[config.mk]
export PLATFORM = sky130hd
export DESIGN_NAME = serial_led_command_parser_flat
export DESIGN_NICKNAME = d
export VERILOG_FILES = /design/src/rtl/slcp_pkg.sv /design/src/rtl/slcp_req_if.sv /design/src/rtl/slcp_rsp_if.sv /design/src/rtl/slcp_decode.sv /design/src/rtl/serial_led_command_parser.sv /design/src/flat_wrapper.sv
export SDC_FILE = /design/constraint.sdc
export NUM_CORES = 1
export LEC_CHECK = 0
export ABC_AREA = 1
export BUFFER_PORTS_ARGS = -buffer_cell sky130_fd_sc_hd__buf_4
export CAP_MARGIN = 15
export CORE_ASPECT_RATIO = 1.5
export CORE_MARGIN = 2
export CORE_UTILIZATION = 60
export DETAILED_ROUTE_END_ITERATION = 6
export GPL_TIMING_DRIVEN = 0
export PLACE_DENSITY = 0.78
export SLEW_MARGIN = 5
export SYNTH_ARGS = -nofsm -noshare
export SYNTH_HDL_FRONTEND = slang
export SYNTH_SLANG_ARGS = --single-unit
[constraint.sdc]
create_clock -name clock -period 20.3 [get_ports clock]
set_input_delay 3.045 -clock clock [delete_from_list [all_inputs] [get_ports clock]]
set_output_delay 3.045 -clock clock [all_outputs]
set_load 0.02 [all_outputs]
[src/rtl/slcp_pkg.sv]
`default_nettype none

package slcp_pkg;

   // Result action codes as they appear on the result channel.
   typedef enum logic [3:0] {
      ACT_END_ACK   = 4'd0,
      ACT_SET_ALL   = 4'd1,
      ACT_SET_ONE   = 4'd2,
      ACT_SET_RANGE = 4'd3,
      ACT_START_ACK = 4'd4,
      ACT_RED       = 4'd5,
      ACT_GREEN     = 4'd6,
      ACT_BLUE      = 4'd7,
      ACT_WHITE     = 4'd8,
      ACT_OFF       = 4'd9,
      ACT_TOGGLE    = 4'd10,
      ACT_BREATHE   = 4'd11,
      ACT_STATIC    = 4'd12,
      ACT_RAINBOW   = 4'd13
   } action_type;

   localparam logic [7:0] CH_LF     = 8'd10;
   localparam logic [7:0] CH_CR     = 8'd13;
   localparam logic [7:0] CH_COMMA  = 8'h2C;
   localparam logic [7:0] CH_PERIOD = 8'h2E;
   localparam logic [7:0] CH_ZERO   = 8'h30;
   localparam logic [7:0] CH_NINE   = 8'h39;
   localparam logic [7:0] CH_CMD    = 8'h43;
   localparam logic [7:0] CH_RED    = 8'h72;
   localparam logic [7:0] CH_GREEN  = 8'h67;
   localparam logic [7:0] CH_BLUE   = 8'h62;
   localparam logic [7:0] CH_WHITE  = 8'h77;
   localparam logic [7:0] CH_OFF    = 8'h6F;
   localparam logic [7:0] CH_TOGGLE = 8'h54;
   localparam logic [7:0] CH_BREATH = 8'h50;
   localparam logic [7:0] CH_STATIC = 8'h53;
   localparam logic [7:0] CH_RAINBW = 8'h55;

   localparam int         MAX_VALUES  = 5;
   localparam int         MAX_RESULTS = 3;
   localparam logic [2:0] VALUES_FULL = 3'd5;
   localparam logic [7:0] LED_COUNT_RESET = 8'd16;

   typedef struct packed {
      action_type action;
      logic [7:0] red;
      logic [7:0] green;
      logic [7:0] blue;
      logic [7:0] first_led;
      logic [7:0] end_led;
      logic       last;
   } result_type;

   typedef struct packed {
      logic                             collecting;
      logic [2:0]                       value_count;
      logic [1:0]                       digit_count;
      logic [2:0][3:0]                  digit_buffer;
      logic [MAX_VALUES-1:0][7:0]       values;
   } state_type;

endpackage

`default_nettype wire

[src/rtl/slcp_req_if.sv]
`default_nettype none

interface slcp_req_if;
   logic       valid;
   logic       ready;
   logic [7:0] rx_byte;

   modport source (output valid, output rx_byte, input ready);
   modport sink   (input valid, input rx_byte, output ready);
endinterface

`default_nettype wire

[src/rtl/slcp_rsp_if.sv]
`default_nettype none

interface slcp_rsp_if;
   logic       valid;
   logic       ready;
   logic [3:0] action;
   logic [7:0] red;
   logic [7:0] green;
   logic [7:0] blue;
   logic [7:0] first_led;
   logic [7:0] end_led;
   logic       last;

   modport source (output valid, output action, output red, output green, output blue,
                   output first_led, output end_led, output last, input ready);
   modport sink   (input valid, input action, input red, input green, input blue,
                   input first_led, input end_led, input last, output ready);
endinterface

`default_nettype wire

[src/rtl/slcp_decode.sv]
`default_nettype none

// Per-byte parser step: next parser state and up to three results.
module slcp_decode (
   input  wire logic [7:0]                          rx_byte,
   input  wire logic [7:0]                          led_count,
   input  wire slcp_pkg::state_type                 state,
   output slcp_pkg::state_type                      next_state,
   output slcp_pkg::result_type [2:0]               results,
   output logic [1:0]                               result_count
);
   import slcp_pkg::*;

   logic       is_digit;
   logic       finish;
   logic       still_collecting;
   logic       do_store;
   logic       has_act;
   action_type idle_act;
   logic [1:0] dc_new;
   logic [2:0][3:0] buf_new;
   logic [9:0] value_sum;
   logic [7:0] pos_s;
   logic [7:0] pos_e;
   result_type set_res;
   logic       has_set;
   logic [1:0] n;

   always_comb begin
      is_digit = (rx_byte >= CH_ZERO) && (rx_byte <= CH_NINE);
      finish   = state.collecting &&
                 ((rx_byte == CH_LF) || (rx_byte == CH_CR) || (state.value_count >= VALUES_FULL));
      still_collecting = state.collecting && !finish;

      next_state = state;
      if (finish) begin
         next_state.collecting = 1'b0;
      end

      // Digit capture, then an optional store of the finished value.
      buf_new = state.digit_buffer;
      dc_new  = state.digit_count;
      if (is_digit) begin
         buf_new[state.digit_count] = rx_byte[3:0];
         dc_new = state.digit_count + 2'd1;
      end
      do_store = (((rx_byte == CH_COMMA) || (rx_byte == CH_PERIOD)) &&
                  (state.digit_count != 2'd0)) || (state.digit_count == 2'd2);

      unique case (dc_new)
         2'd1:    value_sum = {6'd0, buf_new[0]};
         2'd2:    value_sum = 10'({6'd0, buf_new[0]} * 10'd10) + {6'd0, buf_new[1]};
         2'd3:    value_sum = 10'({6'd0, buf_new[0]} * 10'd100) +
                              10'({6'd0, buf_new[1]} * 10'd10) + {6'd0, buf_new[2]};
         default: value_sum = 10'd0;
      endcase

      if (still_collecting) begin
         next_state.digit_buffer = buf_new;
         if (do_store) begin
            if ((dc_new != 2'd0) && (state.value_count < VALUES_FULL)) begin
               next_state.values[state.value_count] = value_sum[7:0];
               next_state.value_count = state.value_count + 3'd1;
            end
            next_state.digit_count = 2'd0;
         end else begin
            next_state.digit_count = dc_new;
         end
      end

      // Bytes seen while idle, including the byte that just ended a command.
      has_act  = 1'b1;
      idle_act = ACT_END_ACK;
      unique case (rx_byte)
         CH_CMD:    idle_act = ACT_START_ACK;
         CH_RED:    idle_act = ACT_RED;
         CH_GREEN:  idle_act = ACT_GREEN;
         CH_BLUE:   idle_act = ACT_BLUE;
         CH_WHITE:  idle_act = ACT_WHITE;
         CH_OFF:    idle_act = ACT_OFF;
         CH_TOGGLE: idle_act = ACT_TOGGLE;
         CH_BREATH: idle_act = ACT_BREATHE;
         CH_STATIC: idle_act = ACT_STATIC;
         CH_RAINBW: idle_act = ACT_RAINBOW;
         default:   has_act  = 1'b0;
      endcase
      if (still_collecting) begin
         has_act = 1'b0;
      end
      if (has_act && (idle_act == ACT_START_ACK)) begin
         next_state.collecting  = 1'b1;
         next_state.value_count = 3'd0;
         next_state.digit_count = 2'd0;
      end

      // Set action chosen at the end of a command.
      pos_s   = state.values[3];
      pos_e   = state.values[4];
      set_res = '0;
      set_res.action = ACT_SET_ALL;
      set_res.red    = state.values[0];
      set_res.green  = state.values[1];
      set_res.blue   = state.values[2];
      has_set = 1'b1;
      unique case (state.value_count)
         3'd3: has_set = 1'b1;
         3'd4: begin
            if (pos_s < led_count) begin
               set_res.action    = ACT_SET_ONE;
               set_res.first_led = pos_s;
            end
         end
         3'd5: begin
            if ((pos_e != 8'd0) && (pos_e <= led_count) && (pos_e > pos_s) &&
                (pos_s < led_count)) begin
               set_res.action    = ACT_SET_RANGE;
               set_res.first_led = pos_s;
               set_res.end_led   = pos_e;
            end
         end
         default: has_set = 1'b0;
      endcase

      results = '0;
      n = 2'd0;
      if (finish) begin
         results[0].action = ACT_END_ACK;
         n = 2'd1;
         if (has_set) begin
            results[1] = set_res;
            n = 2'd2;
         end
      end
      if (has_act) begin
         results[n].action = idle_act;
         n = n + 2'd1;
      end
      if (n != 2'd0) begin
         results[n - 2'd1].last = 1'b1;
      end
      result_count = n;
   end

endmodule

`default_nettype wire

[src/rtl/serial_led_command_parser.sv]
`default_nettype none

// Channel   Direction  Transfer when         Payload
// req_if    in         valid && ready        rx_byte
// rsp_if    out        valid && ready        action, red, green, blue, first_led, end_led, last
// csr_*     in         csr_we                led_count (8 bits)
//
// A byte is parsed in the cycle it is accepted and its zero to three results are
// loaded into a three-entry result register, from which they leave head first.
// A new byte is accepted when the result register is empty, or when its last
// result is being transferred in the same cycle, so while rsp_if is ready bytes
// with one result stream at one per cycle; further results each hold the output.
// Reset is synchronous: the parser goes idle, results are dropped, led_count is 16.
// A stall on rsp_if holds the head result and blocks new bytes once it has any
// result left that cannot leave this cycle.
module serial_led_command_parser (
   input  wire logic       clock,
   input  wire logic       reset,
   slcp_req_if.sink        req_if,
   slcp_rsp_if.source      rsp_if,
   input  wire logic       csr_we,
   input  wire logic [7:0] csr_wdata
);
   import slcp_pkg::*;

   // Configuration register.
   logic [7:0] led_count_ff;

   // Parser state, updated on every accepted byte.
   state_type state_ff;
   state_type state_in;

   // Result register, head in slot 0, and the number of results still held.
   result_type [2:0] slots_ff;
   result_type [2:0] slots_in;
   logic [1:0]       count_ff;
   logic [1:0]       count_in;

   result_type [2:0] step_results;
   logic [1:0]       step_count;
   logic             accept;
   logic             pop;

   slcp_decode u_decode (
      .rx_byte      (req_if.rx_byte),
      .led_count    (led_count_ff),
      .state        (state_ff),
      .next_state   (state_in),
      .results      (step_results),
      .result_count (step_count)
   );

   assign pop          = (count_ff != 2'd0) && rsp_if.ready;
   // The previous byte's results must all be gone by the end of this cycle.
   assign req_if.ready = (count_ff == 2'd0) || ((count_ff == 2'd1) && rsp_if.ready);
   assign accept       = req_if.valid && req_if.ready;

   always_comb begin
      slots_in = slots_ff;
      count_in = count_ff;
      if (accept) begin
         slots_in = step_results;
         count_in = step_count;
      end else if (pop) begin
         slots_in[0] = slots_ff[1];
         slots_in[1] = slots_ff[2];
         count_in    = count_ff - 2'd1;
      end
   end

   always_ff @(posedge clock) begin
      // Digit and value stores carry no reset; every entry is written before it is read.
      if (accept) begin
         state_ff.digit_buffer <= state_in.digit_buffer;
         state_ff.values       <= state_in.values;
      end
      if (reset) begin
         led_count_ff         <= LED_COUNT_RESET;
         state_ff.collecting  <= 1'b0;
         state_ff.value_count <= 3'd0;
         state_ff.digit_count <= 2'd0;
         count_ff             <= 2'd0;
      end else begin
         if (csr_we) begin
            led_count_ff <= csr_wdata;
         end
         if (accept) begin
            state_ff.collecting  <= state_in.collecting;
            state_ff.value_count <= state_in.value_count;
            state_ff.digit_count <= state_in.digit_count;
         end
         count_ff <= count_in;
      end
   end

   always_ff @(posedge clock) begin
      slots_ff <= slots_in;
   end

   assign rsp_if.valid     = (count_ff != 2'd0);
   assign rsp_if.action    = slots_ff[0].action;
   assign rsp_if.red       = slots_ff[0].red;
   assign rsp_if.green     = slots_ff[0].green;
   assign rsp_if.blue      = slots_ff[0].blue;
   assign rsp_if.first_led = slots_ff[0].first_led;
   assign rsp_if.end_led   = slots_ff[0].end_led;
   assign rsp_if.last      = slots_ff[0].last;

`ifndef SYNTH
   // The result count after an accepted byte is what the parser produced for it.
   a_load_count: assert property (@(posedge clock) disable iff (reset)
      accept |=> (count_ff == $past(step_count)))
      else $error("result count does not match the parsed byte");

   // Only the final held result of a byte carries the last flag.
   a_last_is_tail: assert property (@(posedge clock) disable iff (reset)
      ((count_ff != 2'd0) && slots_ff[0].last) |-> (count_ff == 2'd1))
      else $error("last flag set on a result that is not the tail");

   // A command always starts with empty counters.
   a_cmd_start: assert property (@(posedge clock) disable iff (reset)
      $rose(state_ff.collecting) |->
         ((state_ff.value_count == 3'd0) && (state_ff.digit_count == 2'd0)))
      else $error("command started with stale counters");

   // A third digit is always folded into a value in the same step.
   a_digit_bound: assert property (@(posedge clock) disable iff (reset)
      accept |=> (state_ff.digit_count != 2'd3))
      else $error("digit count left at three");
`endif

endmodule

`default_nettype wire
[src/flat_wrapper.sv]
// flat-port wrapper written by rule: the top's interface ports become plain ports
module serial_led_command_parser_flat import slcp_pkg::*;
  (clock, reset, csr_we, csr_wdata, req_if_valid, req_if_rx_byte, req_if_ready, rsp_if_valid, rsp_if_action, rsp_if_red, rsp_if_green, rsp_if_blue, rsp_if_first_led, rsp_if_end_led, rsp_if_last, rsp_if_ready);
  slcp_req_if req_if_i ();
  slcp_rsp_if rsp_if_i ();
  input  wire logic clock;
  input  wire logic reset;
  input  wire logic csr_we;
  input  wire logic [7:0] csr_wdata;
  input wire logic [$bits(req_if_i.valid)-1:0] req_if_valid;
  input wire logic [$bits(req_if_i.rx_byte)-1:0] req_if_rx_byte;
  output wire logic [$bits(req_if_i.ready)-1:0] req_if_ready;
  output wire logic [$bits(rsp_if_i.valid)-1:0] rsp_if_valid;
  output wire logic [$bits(rsp_if_i.action)-1:0] rsp_if_action;
  output wire logic [$bits(rsp_if_i.red)-1:0] rsp_if_red;
  output wire logic [$bits(rsp_if_i.green)-1:0] rsp_if_green;
  output wire logic [$bits(rsp_if_i.blue)-1:0] rsp_if_blue;
  output wire logic [$bits(rsp_if_i.first_led)-1:0] rsp_if_first_led;
  output wire logic [$bits(rsp_if_i.end_led)-1:0] rsp_if_end_led;
  output wire logic [$bits(rsp_if_i.last)-1:0] rsp_if_last;
  input wire logic [$bits(rsp_if_i.ready)-1:0] rsp_if_ready;
  assign req_if_i.valid = req_if_valid;
  assign req_if_i.rx_byte = req_if_rx_byte;
  assign req_if_ready = req_if_i.ready;
  assign rsp_if_valid = rsp_if_i.valid;
  assign rsp_if_action = rsp_if_i.action;
  assign rsp_if_red = rsp_if_i.red;
  assign rsp_if_green = rsp_if_i.green;
  assign rsp_if_blue = rsp_if_i.blue;
  assign rsp_if_first_led = rsp_if_i.first_led;
  assign rsp_if_end_led = rsp_if_i.end_led;
  assign rsp_if_last = rsp_if_i.last;
  assign rsp_if_i.ready = rsp_if_ready;
  serial_led_command_parser u_core (.clock(clock), .reset(reset), .req_if(req_if_i), .rsp_if(rsp_if_i), .csr_we(csr_we), .csr_wdata(csr_wdata));
endmodule
==> reports/results.ini, run 1 <==
[placement]
dp_hpwl_um=11770
gp_congestion=0.8921
io_buffers=67

[finish]
diodes=0
syn2layout_area_growth_pct=16.52
fin_nets=1079
drive_gt1_share_pct=22.88

[clock_network]
postCtsHoldBufs=0
cts.path.max_buffers=2
cts_tree=yes
cts.sinks=163
cts_resized=0
clk_pin_slew_worst_paths_ps=70
clkLatencyLatePin_ps=420
numCtsBuffers=17
htreeDepth=4
post-cts-setup-buffer-count=0
root_buffer=clkbuf_16

[setup_path]
crit_top_cell=nand2_1
timing.rr.end=u_core.state_ff[23]$_DFFE_PP_
worstPathArrival_ps=6770
r2r_setup_slack_ps=16160
crit_family=adder cells
r2r-start=u_core.state_ff[53]$_SDFFE_PP0P_
slowest_stage=ha_1
critPathKind=in -> reg
crit_buf_inv=6
worstPathRequired_ps=20430
slowest_delay_ps=340
critPathMaxFanout=10
reg2reg_depth=23
startpoint_type=input pin
critPathCaptureType=register

[logic_synthesis]
synthMuxAreaShare_pct=0
synth-async-reset-ratio_pct=0
ys_top_cells_by_count=inv_1 (164), edfxtp_1 (147), nand2_1 (132)
netlist_instances=912
synth_xor_area_share_pct=0.9603
synth_edf_count=147
ys_top_cells_by_area=edfxtp_1 (50%), ha_1 (7.5%), inv_1 (6.9%), nand2_1 (5.6%), nor2_1 (5.0%)
yosysTopAreaCell=edfxtp_1
synth_top_family_by_area=simple AND/OR/NAND/NOR gates
syn_area_per_cell_sq_um=9.715
synth_nets=990
synthFlopType=edfxtp_1
synth_fa_ha_area_share_pct=8.389
ys_warn_count=0
ys_ff_latch=163
seq_area_frac_synth_pct=53.44
syn_area_sq_um=8860
yosys.cell_count.top_type=inv_1
synth-simple-area-share_pct=19.47
synth_compound_area_share_pct=5.677
synth_top_area_share_pct=49.82
ys_types=46

[global_routing]
grt_util_all_layers_pct=22.48
grt.busiest_layer=met2
grt_pass1_wl_um=27420
met3_usage_pct=4.207
grt_pass1_vias=5895
antenna_found_initial=0
overflow=0
grt_max_degree=32
grt_use_met1_pct=25.60
grtUsageMet2_pct=40.79

[timing]
tightest_slew_ps=1154
fin_setup_tns_ps=0
rsz0062_at_grt=no
worst_clock_skew_ps=8.790
setup_viol=0
max_freq_mhz=150.6
hold_viol=0
slew_violations=0
period_share_pct=32.71
slew_headroom_pct=22.45
period_needed_ps=6640

[routing]
ant_nets=0
viasPerCell=5.035
vias=6092
first_iter_violations=324
routed_wl_um=16290
drc=0
wire_per_inst_um=13.46
drt_first_pass_iters=5

[worst_hold_path]
worstHoldStart=u_core.led_count_ff[6]$_SDFFE_PP0P_
min_path_cells=2
hold_path.class=reg -> reg
min_to=u_core.led_count_ff[6]$_SDFFE_PP0P_

[floorplan]
ioPinCount=68
initial_core_util_pct=60.99
die_w_um=103.2
die_y_um=152.8
num_rows=54
core-area_sq_um=14530
die_area_sq_um=15770

[pwr]
power.total_mw=1.198
power.density_nw_per_um2=116.0
ir_drop_uv=62.05
power_leakage_nw=4.709

[job]
maxCapViolations=0

[run_status]
outcome=finished clean

[state kept, by name, summed over array words and instances (netlist names)]
name	count
u_core.rsp_if.red	8
u_core.rsp_if.action	4
u_core.rsp_if.blue	8
u_core.led_count_ff	8
u_core.count_ff	2
u_core.rsp_if.end_led	8
u_core.rsp_if.first_led	8
u_core.slots_ff	50
u_core.rsp_if.last	1
u_core.state_ff	58
u_core.rsp_if.green	8
[power breakdown]
| part | internal [mW] | switching, mW | leakage (nW) |
|---|---|---|---|
| Sequential | 0.487 | 0.0243 | 1.56 |
| Combinational | 0.156 | 0.188 | 2.83 |
| Clock | 0.200 | 0.142 | 0.313 |
[cells in the final DEF (no fill, tap or decap), drive strengths merged, types with 2 or more instances in the layout]
cell type  instances
nand2            156
inv              187
buf              123
dfxtp             16
clkbuf            19
nor2             140
or2                4
a31oi              2
edfxtp           147
bufinv             3
nand3             39
o31ai              2
nor3              11
a21oi             37
nand3b             2
ha                53
fa                 4
and2               2
o21ai             44
nand4              9
xnor2              3
xor2               5
[through the flow]
stage | hold slack (ps) | std cells | setup slack [ps] | instance area (sq um) | utilization, %
after detailed placement | 492.6 | 1178 | 13230 | 9694 | 66.74
final | 508.7 | 1210 | 13660 | 10320 | 71.07
after global routing | 541.9 | 1210 | 13260 | 10320 | 71.07
after CTS | 512.8 | 1210 | 13650 | 10320 | 71.07
after floorplan | 442.0 | 912 | 9903 | 8860 | -
after global placement | 489.5 | 1175 | 7646 | 9608 | 66.14
[how the worst max path moves through the flow]
stage                      startpoint                               to  depth (start not counted)
finish              req_if_rx_byte[7]    u_core.state_ff[23]$_DFFE_PP_                         28
global route        req_if_rx_byte[7]    u_core.state_ff[23]$_DFFE_PP_                         31
CTS                 req_if_rx_byte[7]    u_core.state_ff[23]$_DFFE_PP_                         28
detailed placement  req_if_rx_byte[7]    u_core.state_ff[39]$_DFFE_PP_                         28
global placement         rsp_if_ready  u_core.count_ff[0]$_SDFFE_PP0P_                          6
floorplan                rsp_if_ready  u_core.count_ff[0]$_SDFFE_PP0P_                          5
[kinds of logic after synthesis]
group                      count (synthesis)
DFF                                      163
buffers and inverters                    231
xor gates and xnor gates                   8
and+or+nand+nor                          364
AOI/OAI and AO/OA                         89
adders and majority gates                 57
[metal layers]
layer / up-vias / wire [um]
met1: 2831 / 6105
li1: 3080 / -
met2: 146 / 9125
met5: - / 0
met3: 35 / 669
met4: 0 / 392
[area by class of cell]
class	count	area, sq um
Timing Repair Buffer	70	578.1
Clock buffer	17	425.4
Sequential cell	163	4735
Tap cell	196	245.2
Fill cell	1043	4203
Buffer	55	405.4
Multi-Input combinational cell	518	3068
Inverter	176	663.1
Clock inverter	15	203.9
[worst min-delay path, cell delays in order, from the launching register on]
cell,delay (ps)
dfxtp_1,300
inv_1,90
a21oi_1,70
Note: power is estimated with default switching activity, not from simulation.
==> run 2: changes to the inputs <==
==> constraint.sdc (replaced) <==
create_clock -name clock -period 6.5 [get_ports clock]
set_input_delay 0.975 -clock clock [delete_from_list [all_inputs] [get_ports clock]]
set_output_delay 0.975 -clock clock [all_outputs]
set_load 0.02 [all_outputs]
==> run 2 against run 1 <==
- sequential power increased to 3.1 times the previous value
- combinational power rose to 3.1 times the previous value
- power rose to 3.1 times the previous value
- routed wire length increased by 2.2%
- global-route usage up 0.10 points
- utilization decreased by 0.12 points
- clock-buffer cell count is the same
- critical path type unchanged
- critical endpoint unchanged
- largest cell class unchanged
- largest power group unchanged
==> reports/results.ini, run 2 (synthesized netlist as in run 1, its figures left out) <==
[run_status]
outcome=finished clean

[timing]
slew_violations=0  ; unchanged
rsz0062_at_grt=no
slew_headroom_pct=24.49  ; +2.0 points
hold_viol=0  ; unchanged
max_freq_mhz=219.1
period_share_pct=70.21
tightest_slew_ps=1124  ; -30.48 ps
period_needed_ps=4563
worst_slack_ps=1937  ; -11720 ps
fin_setup_tns_ps=0  ; unchanged
setup_viol=0  ; unchanged
worst_clock_skew_ps=12.26  ; +3.466 ps

[global_routing]
grt_pass1_wl_um=27260  ; -0.60%
grt_util_all_layers_pct=22.58  ; +0.10 points
antenna_found_initial=0  ; unchanged
grt_max_degree=32  ; unchanged
grt_pass1_vias=5852  ; -0.73%
overflow=0  ; unchanged

[finish]
reg_top3=u_core.state_ff: 58 flops, u_core.slots_ff: 50 flops
largest_reg_flops=58  ; unchanged
nFillCells=1075  ; +3.1%
syn2layout_area_growth_pct=16.32
final_cell_mix=inv_1 (164), edfxtp_1 (147), nand2_1 (132), nor2_1 (118), buf_4 (113)
drive_gt1_share_pct=22.96  ; +0.076 points
regMostFlops=u_core.state_ff
fin_nets=1080  ; +0.093%
utilization_pct=70.95  ; -0.12 points
layout_commonest_cell=inv_1
diodes=0  ; unchanged
postLayoutCellArea_sq_um=10310  ; -0.17%

[worst_hold_path]
hold_path.class=reg -> reg

[routing]
drc=0  ; unchanged
wire_per_inst_um=13.76  ; +2.2%
first_iter_violations=306  ; -5.6%
viasPerCell=5.031  ; about the same
vias=6092  ; unchanged
drt_first_pass_iters=5  ; unchanged
routed_wl_um=16660  ; +2.2%
ant_nets=0  ; unchanged

[clock_network]
postCtsHoldBufs=0  ; unchanged
root_buffer=clkbuf_16
cts.path.max_buffers=2  ; unchanged
clk_pin_slew_worst_paths_ps=70  ; about the same
htreeDepth=4  ; unchanged
cts_resized=0  ; unchanged
cts.sinks=163  ; unchanged
cts_tree=yes
post-cts-setup-buffer-count=0  ; unchanged
numCtsBuffers=17  ; unchanged
clkLatencyLatePin_ps=430  ; about the same

[setup_path]
slowest_delay_ps=340  ; about the same
worstPathArrival_ps=4700  ; -2070 ps
critPathMaxFanout=10  ; unchanged
startpoint_type=input pin
critPathCaptureType=register
critPathKind=in -> reg
slowest_stage=ha_1
crit_top_cell=nand2_1
worstPathRequired_ps=6640  ; -13790 ps

[placement]
io_buffers=67  ; unchanged
detailedPlace.worstSlack_ps=1440  ; -11790 ps
dp_hpwl_um=11980  ; +1.8%
gp_congestion=0.9177  ; +2.9%
placed_area_sq_um=9694  ; unchanged

[pwr]
power.density_nw_per_um2=357.3  ; +210%
ir_drop_uv=180.3  ; +190%
power_leakage_nw=4.694  ; -0.31%
power.total_mw=3.682  ; +210%

[floorplan]
initial_core_util_pct=60.99  ; unchanged
die_y_um=152.8  ; unchanged
ioPinCount=68  ; unchanged
core-area_sq_um=14530  ; unchanged
die_area_sq_um=15770  ; unchanged
die_w_um=103.2  ; unchanged
num_rows=54  ; unchanged

[job]
maxCapViolations=0  ; unchanged

==> run 2: metrics by stage <==
step / std cells / hold WS, ps
2_1_floorplan: 912 / 442.0
3_3_place_gp: 1175 / 486.5
3_5_place_dp: 1178 / 491.9
4_1_cts: 1210 / 502.2
5_1_grt: 1211 / 528.7
6_report: 1211 / 499.1
==> run 2: final timing paths <==
kind	depth (start not counted)	from	to	slack [ps]
worst min-delay path	2	u_core.led_count_ff[0]$_SDFFE_PP0P_	u_core.led_count_ff[0]$_SDFFE_PP0P_	500
worst max-delay path	26	req_if_rx_byte[7]	u_core.state_ff[23]$_DFFE_PP_	1940
worst max register to register	21	u_core.state_ff[53]$_SDFFE_PP0P_	u_core.state_ff[23]$_DFFE_PP_	2330
worst min register to register	2	u_core.led_count_ff[0]$_SDFFE_PP0P_	u_core.led_count_ff[0]$_SDFFE_PP0P_	500
==> run 2: final cells by class <==
| cell class | instances | area [sq um] | share of cell area, % |
|---|---|---|---|
| Clock inverter | 15 | 181.4 | 1.760 |
| Tap cell | 196 | 245.2 | 2.380 |
| Buffer | 55 | 405.4 | 3.933 |
| Multi-Input combinational cell | 518 | 3068 | 29.77 |
| Clock buffer | 17 | 425.4 | 4.128 |
| Inverter | 176 | 663.1 | 6.434 |
| Sequential cell | 163 | 4735 | 45.94 |
| Timing Repair Buffer | 71 | 583.1 | 5.657 |
==> run 2: routing by layer <==
metal / vias to the layer above / wire length [um] / track usage [%]
met5: - / 0 / 0
met4: 0 / 526 / 9.524
met3: 43 / 617 / 4.481
met2: 150 / 9371 / 41.47
met1: 2812 / 6142 / 24.48
li1: 3087 / - / -
==> run 2: power breakdown <==
part	switching [mW]	internal [mW]	total (mW)	leakage, nW
combinational	0.584	0.488	1.07	2.84
clock	0.468	0.553	1.02	0.294
sequential	0.0702	1.52	1.59	1.56
total	1.12	2.56	3.68	4.69
==> run 2: critical path, delay by kind of cell <==
kind | cells | cell delay [ps]
adders and majority gates | 5 | 1350
AOI/OAI and AO/OA | 3 | 460
and+or+nand+nor | 11 | 1080
buffers and inverters | 5 | 520
xor gates and xnor gates | 2 | 310
